File: src/design/ecfe_pkg.sv
`timescale 1ns / 1ps
// ----------------------------------------------------------------------------
// Effect command frame engine package
// Operation codes, command bytes, register indexes, the slot record type and
// the helpers shared by the frame engine.
// ----------------------------------------------------------------------------
package ecfe_pkg;

  typedef enum logic [1:0] {
    OP_BYTE = 2'd0,
    OP_TICK = 2'd1,
    OP_READ = 2'd2,
    OP_NONE = 2'd3
  } ecfe_op_e;

  typedef enum logic [1:0] {
    CFG_FW_MAJOR = 2'd0,
    CFG_FW_MINOR = 2'd1,
    CFG_FW_PATCH = 2'd2,
    CFG_TIMEOUT  = 2'd3
  } ecfe_cfg_e;

  typedef enum logic [1:0] {
    JOB_BYTES = 2'd0,
    JOB_QUERY = 2'd1,
    JOB_READ  = 2'd2
  } ecfe_job_e;

  localparam logic [7:0]  CMD_SET_EFFECT    = 8'h01;
  localparam logic [7:0]  CMD_QUERY_EFFECT  = 8'h02;
  localparam logic [7:0]  CMD_QUERY_VERSION = 8'h03;
  localparam logic [7:0]  CMD_SET_TEMPO     = 8'h04;
  localparam logic [7:0]  CMD_QUERY_TEMPO   = 8'h05;

  localparam logic [15:0] TEMPO_RESET   = 16'd12000;
  localparam logic [15:0] TIMEOUT_RESET = 16'd50000;
  localparam logic [15:0] IDLE_MAX      = 16'hFFFF;

  localparam logic [7:0]  PRESET_A_SLOT = 8'd3;
  localparam logic [7:0]  PRESET_B_SLOT = 8'd4;

  typedef struct packed {
    logic       on;
    logic [7:0] pa;
    logic [7:0] pb;
    logic [7:0] pc;
    logic [7:0] mix;
  } ecfe_slot_t;

  function automatic logic [2:0] len_of_cmd(input logic [7:0] cmd);
    logic [2:0] len;
    case (cmd)
      CMD_SET_EFFECT:    len = 3'd7;
      CMD_QUERY_EFFECT:  len = 3'd2;
      CMD_QUERY_VERSION: len = 3'd1;
      CMD_SET_TEMPO:     len = 3'd3;
      CMD_QUERY_TEMPO:   len = 3'd1;
      default:           len = 3'd0;
    endcase
    return len;
  endfunction

  function automatic ecfe_slot_t slot_reset(input logic [7:0] slot);
    ecfe_slot_t s;
    s = '0;
    if (slot == PRESET_A_SLOT) begin
      s.pa = 8'h06;
      s.pb = 8'hC0;
    end else if (slot == PRESET_B_SLOT) begin
      s.pa = 8'h7F;
      s.pb = 8'h40;
    end
    return s;
  endfunction

endpackage

File: src/design/effect_command_frame_engine.sv
`timescale 1ns / 1ps
// ----------------------------------------------------------------------------
// Effect command frame engine
// Assembles command frames from received bytes, updates the effect slot
// store and the tempo register, and emits echo and response bytes.
// ----------------------------------------------------------------------------
//  Channel  Direction  Handshake                Payload
//  in       input      in_valid_i / in_stall_o  operation, rx_byte, read_slot
//  out      output     out_valid_o / out_stall_i tx_byte .. tempo_now
//  cfg      input      cfg_valid_i / cfg_ready_o cfg_index_i, cfg_data_i
//
//  Input items without results can follow every cycle while in_stall_o is low.
//  A slot read or query-effect reads the slot memory through a registered port.
//  Results leave one beat per cycle while out_stall_i is low; a seven-byte response
//  holds the emitter, and one further job may wait behind it before in_stall_o rises.
//  Reset clears per-slot valid bits, so untouched slots read their preset values.
// ----------------------------------------------------------------------------
module effect_command_frame_engine
  import ecfe_pkg::*;
#(
  parameter int NUM_SLOTS = 8
) (
  input  logic        clk_i,
  input  logic        rst_ni,

  input  logic        in_valid_i,
  output logic        in_stall_o,
  input  logic [1:0]  operation_i,
  input  logic [7:0]  rx_byte_i,
  input  logic [7:0]  read_slot_i,

  output logic        out_valid_o,
  input  logic        out_stall_i,
  output logic [7:0]  tx_byte_o,
  output logic        tx_last_o,
  output logic        read_ok_o,
  output logic        slot_enabled_o,
  output logic [7:0]  slot_param_a_o,
  output logic [7:0]  slot_param_b_o,
  output logic [7:0]  slot_param_c_o,
  output logic [7:0]  slot_mix_o,
  output logic [15:0] tempo_now_o,

  input  logic        cfg_valid_i,
  output logic        cfg_ready_o,
  input  logic [1:0]  cfg_index_i,
  input  logic [15:0] cfg_data_i
);

  localparam int SlotW = (NUM_SLOTS > 1) ? $clog2(NUM_SLOTS) : 1;

  logic [7:0]  fw_major_q, fw_minor_q, fw_patch_q;
  logic [15:0] timeout_q;

  logic [15:0] tempo_q, tempo_d;
  logic [2:0]  exp_q, exp_d;
  logic [2:0]  seen_q, seen_d;
  logic [15:0] idle_q, idle_d;
  logic [7:0]  frame_q [8];
  logic [7:0]  fb_new [8];
  logic        fb_we;
  logic [2:0]  fb_widx;

  ecfe_slot_t             slot_mem_q [NUM_SLOTS];
  logic [NUM_SLOTS-1:0]   slot_vld_q;
  logic                   mem_we;
  logic [SlotW-1:0]       mem_waddr;
  ecfe_slot_t             mem_wdata;
  logic                   rd_en;
  logic [SlotW-1:0]       rd_addr;
  ecfe_slot_t             rd_q;
  logic                   rd_vld_q;
  ecfe_slot_t             rd_slot;

  logic        job_new;
  ecfe_job_e   job_kind;
  logic [7:0]  job_bytes [7];
  logic [2:0]  job_cnt;
  logic        job_ok;

  logic        b_valid_q, b_valid_d;
  ecfe_job_e   b_kind_q;
  logic [7:0]  b_bytes_q [7];
  logic [2:0]  b_cnt_q;
  logic        b_ok_q;
  logic [SlotW-1:0] b_addr_q;
  logic [15:0] b_tempo_q;

  logic        em_valid_q, em_valid_d;
  logic [2:0]  em_idx_q, em_idx_d;
  logic [2:0]  em_cnt_q;
  logic [7:0]  em_bytes_q [7];
  logic        em_read_q;
  logic        em_ok_q;
  ecfe_slot_t  em_slot_q;
  logic [15:0] em_tempo_q;

  logic [7:0]  ld_bytes [7];
  logic        ld_read;

  logic        in_accept, taken, em_last, em_free, b_adv;
  logic [7:0]  cmd, slot;
  logic        slot_ok, rs_ok, complete;

  assign cfg_ready_o = 1'b1;

  always_ff @(posedge clk_i or negedge rst_ni) begin
    if (!rst_ni) begin
      fw_major_q <= '0;
      fw_minor_q <= '0;
      fw_patch_q <= '0;
      timeout_q  <= TIMEOUT_RESET;
    end else if (cfg_valid_i) begin
      case (cfg_index_i)
        CFG_FW_MAJOR: fw_major_q <= cfg_data_i[7:0];
        CFG_FW_MINOR: fw_minor_q <= cfg_data_i[7:0];
        CFG_FW_PATCH: fw_patch_q <= cfg_data_i[7:0];
        CFG_TIMEOUT:  timeout_q  <= cfg_data_i;
        default: ;
      endcase
    end
  end

  assign taken    = em_valid_q && !out_stall_i;
  assign em_last  = (em_idx_q == 3'(em_cnt_q - 3'd1));
  assign em_free  = !em_valid_q || (taken && em_last);
  assign b_adv    = b_valid_q && em_free;
  assign in_stall_o = b_valid_q && !em_free;
  assign in_accept  = in_valid_i && !in_stall_o;

  assign rs_ok = {1'b0, read_slot_i} < 9'(NUM_SLOTS);

  always_comb begin
    tempo_d   = tempo_q;
    exp_d     = exp_q;
    seen_d    = seen_q;
    idle_d    = idle_q;
    fb_we     = 1'b0;
    fb_widx   = seen_q;
    fb_new    = frame_q;
    mem_we    = 1'b0;
    mem_waddr = '0;
    mem_wdata = '0;
    rd_en     = 1'b0;
    rd_addr   = '0;
    job_new   = 1'b0;
    job_kind  = JOB_BYTES;
    job_cnt   = 3'd1;
    job_ok    = 1'b0;
    complete  = 1'b0;
    for (int i = 0; i < 7; i++) begin
      job_bytes[i] = '0;
    end
    cmd     = '0;
    slot    = '0;
    slot_ok = 1'b0;

    if (in_accept) begin
      case (operation_i)
        OP_BYTE: begin
          idle_d = '0;
          if (exp_q == 3'd0) begin
            exp_d = len_of_cmd(rx_byte_i);
            if (exp_d != 3'd0) begin
              fb_we   = 1'b1;
              fb_widx = 3'd0;
              seen_d  = 3'd1;
            end
          end else begin
            fb_we  = 1'b1;
            seen_d = 3'(seen_q + 3'd1);
          end
          if (fb_we) begin
            fb_new[fb_widx] = rx_byte_i;
            complete = (seen_d >= exp_d);
          end
          if (complete) begin
            exp_d   = 3'd0;
            seen_d  = 3'd0;
            cmd     = fb_new[0];
            slot    = fb_new[1];
            slot_ok = {1'b0, slot} < 9'(NUM_SLOTS);
            case (cmd)
              CMD_SET_EFFECT: begin
                if (slot_ok && fb_new[2][7:1] == 7'd0) begin
                  mem_we    = 1'b1;
                  mem_waddr = slot[SlotW-1:0];
                  mem_wdata = '{on: fb_new[2][0], pa: fb_new[3], pb: fb_new[4],
                                pc: fb_new[5], mix: fb_new[6]};
                  job_new   = 1'b1;
                  job_cnt   = 3'd7;
                  for (int i = 0; i < 7; i++) begin
                    job_bytes[i] = fb_new[i];
                  end
                end
              end
              CMD_QUERY_EFFECT: begin
                if (slot_ok) begin
                  rd_en        = 1'b1;
                  rd_addr      = slot[SlotW-1:0];
                  job_new      = 1'b1;
                  job_kind     = JOB_QUERY;
                  job_cnt      = 3'd7;
                  job_bytes[0] = CMD_SET_EFFECT;
                  job_bytes[1] = slot;
                end
              end
              CMD_QUERY_VERSION: begin
                job_new      = 1'b1;
                job_cnt      = 3'd4;
                job_bytes[0] = CMD_QUERY_VERSION;
                job_bytes[1] = fw_major_q;
                job_bytes[2] = fw_minor_q;
                job_bytes[3] = fw_patch_q;
              end
              CMD_SET_TEMPO: begin
                tempo_d      = {fb_new[1], fb_new[2]};
                job_new      = 1'b1;
                job_cnt      = 3'd3;
                job_bytes[0] = fb_new[0];
                job_bytes[1] = fb_new[1];
                job_bytes[2] = fb_new[2];
              end
              CMD_QUERY_TEMPO: begin
                job_new      = 1'b1;
                job_cnt      = 3'd3;
                job_bytes[0] = CMD_QUERY_TEMPO;
                job_bytes[1] = tempo_q[15:8];
                job_bytes[2] = tempo_q[7:0];
              end
              default: ;
            endcase
          end
        end
        OP_TICK: begin
          if (idle_q != IDLE_MAX) begin
            idle_d = 16'(idle_q + 16'd1);
          end
          if (exp_q != 3'd0 && idle_d > timeout_q) begin
            exp_d  = 3'd0;
            seen_d = 3'd0;
          end
        end
        OP_READ: begin
          job_new  = 1'b1;
          job_kind = JOB_READ;
          job_ok   = rs_ok;
          if (rs_ok) begin
            rd_en   = 1'b1;
            rd_addr = read_slot_i[SlotW-1:0];
          end
        end
        default: ;
      endcase
    end
  end

  always_ff @(posedge clk_i or negedge rst_ni) begin
    if (!rst_ni) begin
      tempo_q <= TEMPO_RESET;
      exp_q   <= '0;
      seen_q  <= '0;
      idle_q  <= '0;
    end else begin
      tempo_q <= tempo_d;
      exp_q   <= exp_d;
      seen_q  <= seen_d;
      idle_q  <= idle_d;
    end
  end

  always_ff @(posedge clk_i) begin
    if (fb_we) begin
      frame_q[fb_widx] <= rx_byte_i;
    end
  end

  always_ff @(posedge clk_i) begin
    if (mem_we) begin
      slot_mem_q[mem_waddr] <= mem_wdata;
    end
    if (rd_en) begin
      rd_q <= slot_mem_q[rd_addr];
    end
  end

  always_ff @(posedge clk_i or negedge rst_ni) begin
    if (!rst_ni) begin
      slot_vld_q <= '0;
      rd_vld_q   <= 1'b0;
    end else begin
      if (mem_we) begin
        slot_vld_q[mem_waddr] <= 1'b1;
      end
      if (rd_en) begin
        rd_vld_q <= slot_vld_q[rd_addr];
      end
    end
  end

  assign rd_slot = rd_vld_q ? rd_q : slot_reset(8'(b_addr_q));

  always_comb begin
    b_valid_d = b_valid_q;
    if (in_accept && job_new) begin
      b_valid_d = 1'b1;
    end else if (b_adv) begin
      b_valid_d = 1'b0;
    end
  end

  always_ff @(posedge clk_i or negedge rst_ni) begin
    if (!rst_ni) begin
      b_valid_q <= 1'b0;
    end else begin
      b_valid_q <= b_valid_d;
    end
  end

  always_ff @(posedge clk_i) begin
    if (in_accept && job_new) begin
      b_kind_q  <= job_kind;
      b_bytes_q <= job_bytes;
      b_cnt_q   <= job_cnt;
      b_ok_q    <= job_ok;
      b_addr_q  <= rd_addr;
      b_tempo_q <= tempo_d;
    end
  end

  always_comb begin
    em_valid_d = em_valid_q;
    em_idx_d   = em_idx_q;
    if (b_adv) begin
      em_valid_d = 1'b1;
      em_idx_d   = 3'd0;
    end else if (taken) begin
      if (em_last) begin
        em_valid_d = 1'b0;
      end else begin
        em_idx_d = 3'(em_idx_q + 3'd1);
      end
    end
  end

  always_ff @(posedge clk_i or negedge rst_ni) begin
    if (!rst_ni) begin
      em_valid_q <= 1'b0;
      em_idx_q   <= '0;
    end else begin
      em_valid_q <= em_valid_d;
      em_idx_q   <= em_idx_d;
    end
  end

  always_comb begin
    ld_bytes = b_bytes_q;
    ld_read  = 1'b0;
    case (b_kind_q)
      JOB_QUERY: begin
        ld_bytes[2] = {7'd0, rd_slot.on};
        ld_bytes[3] = rd_slot.pa;
        ld_bytes[4] = rd_slot.pb;
        ld_bytes[5] = rd_slot.pc;
        ld_bytes[6] = rd_slot.mix;
      end
      JOB_READ: ld_read = 1'b1;
      default: ;
    endcase
  end

  always_ff @(posedge clk_i) begin
    if (b_adv) begin
      em_cnt_q   <= b_cnt_q;
      em_tempo_q <= b_tempo_q;
      em_ok_q    <= b_ok_q;
      em_slot_q  <= rd_slot;
      em_bytes_q <= ld_bytes;
      em_read_q  <= ld_read;
    end
  end

  assign out_valid_o    = em_valid_q;
  assign tx_byte_o      = em_read_q ? 8'd0 : em_bytes_q[em_idx_q];
  assign tx_last_o      = !em_read_q && em_last;
  assign read_ok_o      = em_read_q && em_ok_q;
  assign slot_enabled_o = read_ok_o && em_slot_q.on;
  assign slot_param_a_o = read_ok_o ? em_slot_q.pa  : 8'd0;
  assign slot_param_b_o = read_ok_o ? em_slot_q.pb  : 8'd0;
  assign slot_param_c_o = read_ok_o ? em_slot_q.pc  : 8'd0;
  assign slot_mix_o     = read_ok_o ? em_slot_q.mix : 8'd0;
  assign tempo_now_o    = em_tempo_q;

`ifndef SYNTHESIS
  a_idx_in_range: assert property (@(posedge clk_i) disable iff (!rst_ni)
    em_valid_q |-> (em_idx_q < em_cnt_q))
    else $error("emitter index beyond response length");

  a_stall_cause: assert property (@(posedge clk_i) disable iff (!rst_ni)
    in_stall_o |-> (b_valid_q && em_valid_q))
    else $error("input stalled without a waiting job");

  a_idx_step: assert property (@(posedge clk_i) disable iff (!rst_ni)
    (taken && !em_last) |=> (em_valid_q && em_idx_q == 3'($past(em_idx_q) + 3'd1)))
    else $error("emitter did not advance after a taken beat");

  a_read_single: assert property (@(posedge clk_i) disable iff (!rst_ni)
    (em_valid_q && em_read_q) |-> (em_cnt_q == 3'd1))
    else $error("slot read result spans more than one beat");
`endif

endmodule

File: config.mk
export PLATFORM = sky130hd
export DESIGN_NAME = effect_command_frame_engine
export DESIGN_NICKNAME = d
export VERILOG_FILES = /design/src/design/ecfe_pkg.sv /design/src/design/effect_command_frame_engine.sv
export SDC_FILE = /design/constraint.sdc
export NUM_CORES = 1
export LEC_CHECK = 0
export ABC_AREA = 1
export BUFFER_PORTS_ARGS = -buffer_cell sky130_fd_sc_hd__buf_2
export CAP_MARGIN = 10
export CORE_UTILIZATION = 30
export CTS_BUF_LIST = sky130_fd_sc_hd__clkbuf_8
export CTS_CLUSTER_SIZE = 30
export DETAILED_ROUTE_END_ITERATION = 12
export GPL_TIMING_DRIVEN = 0
export PLACE_DENSITY = 0.54
export SLEW_MARGIN = 10
export SYNTH_ARGS = -nofsm -noshare
export SYNTH_HDL_FRONTEND = slang
export SYNTH_SLANG_ARGS = --single-unit
File: constraint.sdc
create_clock -name clk_i -period 20.1 [get_ports clk_i]
set_input_delay 6.03 -clock clk_i [delete_from_list [all_inputs] [get_ports clk_i]]
set_output_delay 6.03 -clock clk_i [all_outputs]
set_load 0.1 [all_outputs]
Word-level counts from Yosys, hierarchy flattened:

Memories as Yosys holds them, arrays and structs flattened. A register that Yosys moved wholly into a read port is not among the register bits.
Index checks and enable logic that the tools add are counted.
W data, S select, Z words.

* memories kept: 1
* input port bits: 41
* memory bits (writable): 264
* bits in registers: 347
* logic and storage cells: 256

Memory list
* slot_mem_q: depth 8, bits a word 33, read ports 1, clocked after memory_dff 1, write ports 1, line effect_command_frame_engine.sv:64 `ecfe_slot_t slot_mem_q [NUM_SLOTS];`

* add/subtract/negate cells: 4
* bitwise logic cells: 4
* multiplexer cells: 118
* eq/ne operators: 23
* magnitude comparators: 12
* reductions and logical operators: 44

Operators by type and width (count)
* $mux W33: 7
* $mux W64: 3
* $bwmux W64: 2
* $mux W16: 7
* $mux W3: 34
* $pmux W16 S5: 1
* $mux W8: 9
* $mux W56: 1
* $demux W8 S3: 2
* $mux W1: 34
* $eq A8 B2 Y1 const B: 4
* $eq A8 B3 Y1 const B: 4
* $pmux W16 S2: 1
* $pmux W8 S4: 1
* $mux W15: 2
* $bmux W8 S3: 1
* $pmux W3 S4: 2
* $pmux W3 S2: 3
* $add A16 B1 Y16 const B: 1
* $eq A8 B1 Y1 const B: 2
* $gt A16 B16 Y1: 1
* $lt A8 B4 Y1 const B: 2
* $ne A16 B16 Y1 const B: 1
* $pmux W8 S2: 1
* 35 further kinds: 79

Depth between registers and ports, before layout:

* word-level depth: 35
* depth in mapped cells: 28
* mapped depth without buffers: 26

Least setup slack after synthesis:

Ideal clock, no wire load.

* kind: in2out
* from: in out_stall_i
* to: out in_stall_o
* path buffers: 0
* setup slack: 7.145 ns
* stages: 4
* required time: 14.070 ns
* data arrival time: 6.925 ns
* cells stage by stage: nand2_1 nand2_1 nand2_1 inv_1

* longest elaborated chain between the ends: 6

RTL lines
* start: declaration: line effect_command_frame_engine.sv:33 `input logic out_stall_i,`
* $logic_not A1 Y1: line effect_command_frame_engine.sv:124 `assign taken = em_valid_q && !out_stall_i;`
* $logic_and A1 B1 Y1: line effect_command_frame_engine.sv:124
* $logic_and A1 B1 Y1: line effect_command_frame_engine.sv:126 `assign em_free = !em_valid_q || (taken && em_last);`
* $logic_or A1 B1 Y1: line effect_command_frame_engine.sv:126
* $logic_not A1 Y1: line effect_command_frame_engine.sv:128 `assign in_stall_o = b_valid_q && !em_free;`
* $logic_and A1 B1 Y1: line effect_command_frame_engine.sv:128
* end: declaration: line effect_command_frame_engine.sv:27 `output logic in_stall_o,`

Every way passes these cells.

Worst setup path in the final report:

Ends and elaborated chain as after synthesis.

==> metrics.cfg <==
[yosys]
synth_edf_count=544
synth-async-reset-ratio=0.1447
synth_cells=2502
synth_area_per_cell_sq_um=10.93
yosys_register_bits=636
seq_area_frac_synth=0.6818
yosys_warnings=0
synth_ff_type=edfxtp_1
synth_cell_types=53
netlist_area_sq_mm=0.02736

[cts]
clk_pin_slew_ns=0.06
cts_buffers=103
cts_tree=built
root_buffer=clkbuf_8
cts_hold_buffers=0
cts_resized=0
cts.htree.levels=3
cts.sinks=636
insertion_delay_ns=0.73
clock_path_buffers=3
cts_setup_buffers=0

[route]
wl_microns=78660
antenna_left=0
vias_per_cell=4.697
drc_errors=0
firstDrtPassIters=6
vias=18760
drt-initial-drc-count=1906
avgRoutedWirePerCell_microns=19.70

[cells_and_area]
fillerInstances=8943
multi_input_area_sq_mm=0.006934
mostFrequentLayoutCells=nand2_1 (549), edfxtp_1 (544), inv_1 (371)
nets=2792
final_area_sq_mm=0.03172
layout_commonest_cell=nand2_1
finalNonFillerCells=3993
seqCellArea_sq_mm=0.01865
final_util=0.3518
syn_to_final_growth_pct=15.93
drive_gt1_frac=0.1385

[power]
totalPowerFinal_mw=3.194
cellLeakagePower_nw=13.06
vdd_ir_drop_max_v=0.00004330
switching_share=0.3212
p_switching_mw=1.026
p_int_mw=2.168
combinationalPowerShare=0.188
pwr-share-seq=0.482
power_density_mw_per_mm2=100.7
power.share.clock=0.331

[placed_design]
gp_congestion=0.8565
postPlaceCellArea_sq_mm=0.02979
numPortBuffers=101
place_ws_ns=7.096
hpwlAfterDp_microns=55390
dp_cells=3799

[worst_setup_path]
end_kind=output pin
startpoint_type=input pin
cp.required_ns=14.07
cp_max_fo=4
crit_type=input pin to output pin
rr_worst_depth=19
critPathArrivalTime_ns=6.98

[worst_hold_path]
min_path_type=register to register
hold_depth=0

[global_routing]
grt_overflow=0
antenna_found_initial=1
grt_start_max_net_pins=73
grt_pass1_wl_microns=115100
track_usage=0.1679
grt_pass1_vias=17960

[timing]
hold_ws_ns=0.4117
finalClockSkew_ns=0.04454
slew_headroom=0.2374
finalCriticalPeriod_ns=13.01
period_share=0.6472
max_freq_mhz=76.87
slew_violations=0
setup_viol=0
fin_setup_tns_ns=0
max_slew.worst_pin.slew_ns=1.135
rsz0062_at_grt=false
finalHoldViolations=0
setup_ws_ns=7.091

[floorplan]
core-area_sq_mm=0.09015
die_h_microns=304.0
start_util=0.3035
rows=110
dieArea_sq_mm=0.09241
io_pins=103
die_w_microns=304.0

[job]
max_cap_violations=0

[status]
outcome=finished, final reports clean

==> registers in the layout, indices dropped and copies added (netlist names), 8 cells and up <==
register     count
fw_patch_q       8
b_tempo_q       16
timeout_q       16
fw_minor_q       8
slot_vld_q       8
tempo_now_o     16
em_slot_q       33
em_bytes_q      56
rd_q            33
idle_q          16
fw_major_q       8
tempo_q         16
slot_mem_q     264
frame_q         56
b_bytes_q       56
==> final timing paths <==
kind                          startpoint         endpoint  slack [ns]
max                          out_stall_i       in_stall_o        7.09
min                        b_tempo_q[13]  tempo_now_o[13]        0.41
max reg2reg                     exp_q[2]    b_tempo_q[12]       15.59
min reg2reg                b_tempo_q[13]  tempo_now_o[13]        0.41
max in group asynchronous         rst_ni       tempo_q[5]       14.23
min in group asynchronous         rst_ni        idle_q[8]        5.15
==> power groups by stage <==
stage	logic, mW	clock network [mW]	registers (mW)
detailed placement	0.599	0	1.56
global placement	0.580	0	1.58
CTS	0.600	1.08	1.54
global route	0.652	1.14	1.54
finish	0.600	1.06	1.54
floorplan	0.395	0	1.60
==> Yosys cell counts (5+ instances only) <==
library cell,count,area (sq um)
nand2_1,550,2064
edfxtp_1,544,16340
inv_1,335,1257
nor2_1,213,799.5
o21ai_0,194,970.9
a21oi_1,191,955.9
dfrtp_1,79,1977
clkbuf_1,50,187.7
nand3_1,49,245.2
o211ai_1,41,307.8
buf_2,26,130.1
ha_1,23,287.8
nor3_1,22,110.1
o211ai_2,20,250.2
o22ai_1,14,87.58
a31oi_1,13,81.33
dfstp_2,13,341.6
buf_4,12,90.09
buf_6,12,135.1
inv_2,12,45.04
a311oi_1,8,70.07
nand2_2,8,50.05
nor2_2,7,43.79
xor2_1,7,61.31
nand4_1,6,37.54
a22oi_1,5,37.54
==> cell type report <==
class,count,share of cell area
diodes,1,0.00007890
plain buffers,100,0.01712
clock buffers,105,0.04556
clock inverters,88,0.01515
inverters,351,0.04154
multi-input cells,1419,0.2186
flip-flops and latches,636,0.5881
well taps,1176,0.04639
repair buffers,117,0.02742
==> critical path, cell delays in order <==
cell	delay, ns
buf_2	0.09
nand2_1	0.06
nand2_1	0.17
nand2_1	0.14
inv_1	0.07
buf_2	0.42
==> routing by layer <==
layer,up-vias,GRT usage,part of all wire
met5,-,0,0
li1,8944,-,-
met2,635,0.2719,0.46
met4,0,0.05230,0.024
met3,115,0.03099,0.068
met1,9062,0.2275,0.44
==> cell families after synthesis <==
family | Yosys count | share of synthesized area
simple gates | 872 | 0.1285
flops | 636 | 0.6818
compound gates | 509 | 0.1079
buf+inv | 451 | 0.06800
fa+ha+maj | 23 | 0.01052
xor+xnor | 8 | 0.002561
other cells | 2 | 0.0002745
mux | 1 | 0.0004116
Note: power is estimated with default switching activity, not from simulation.
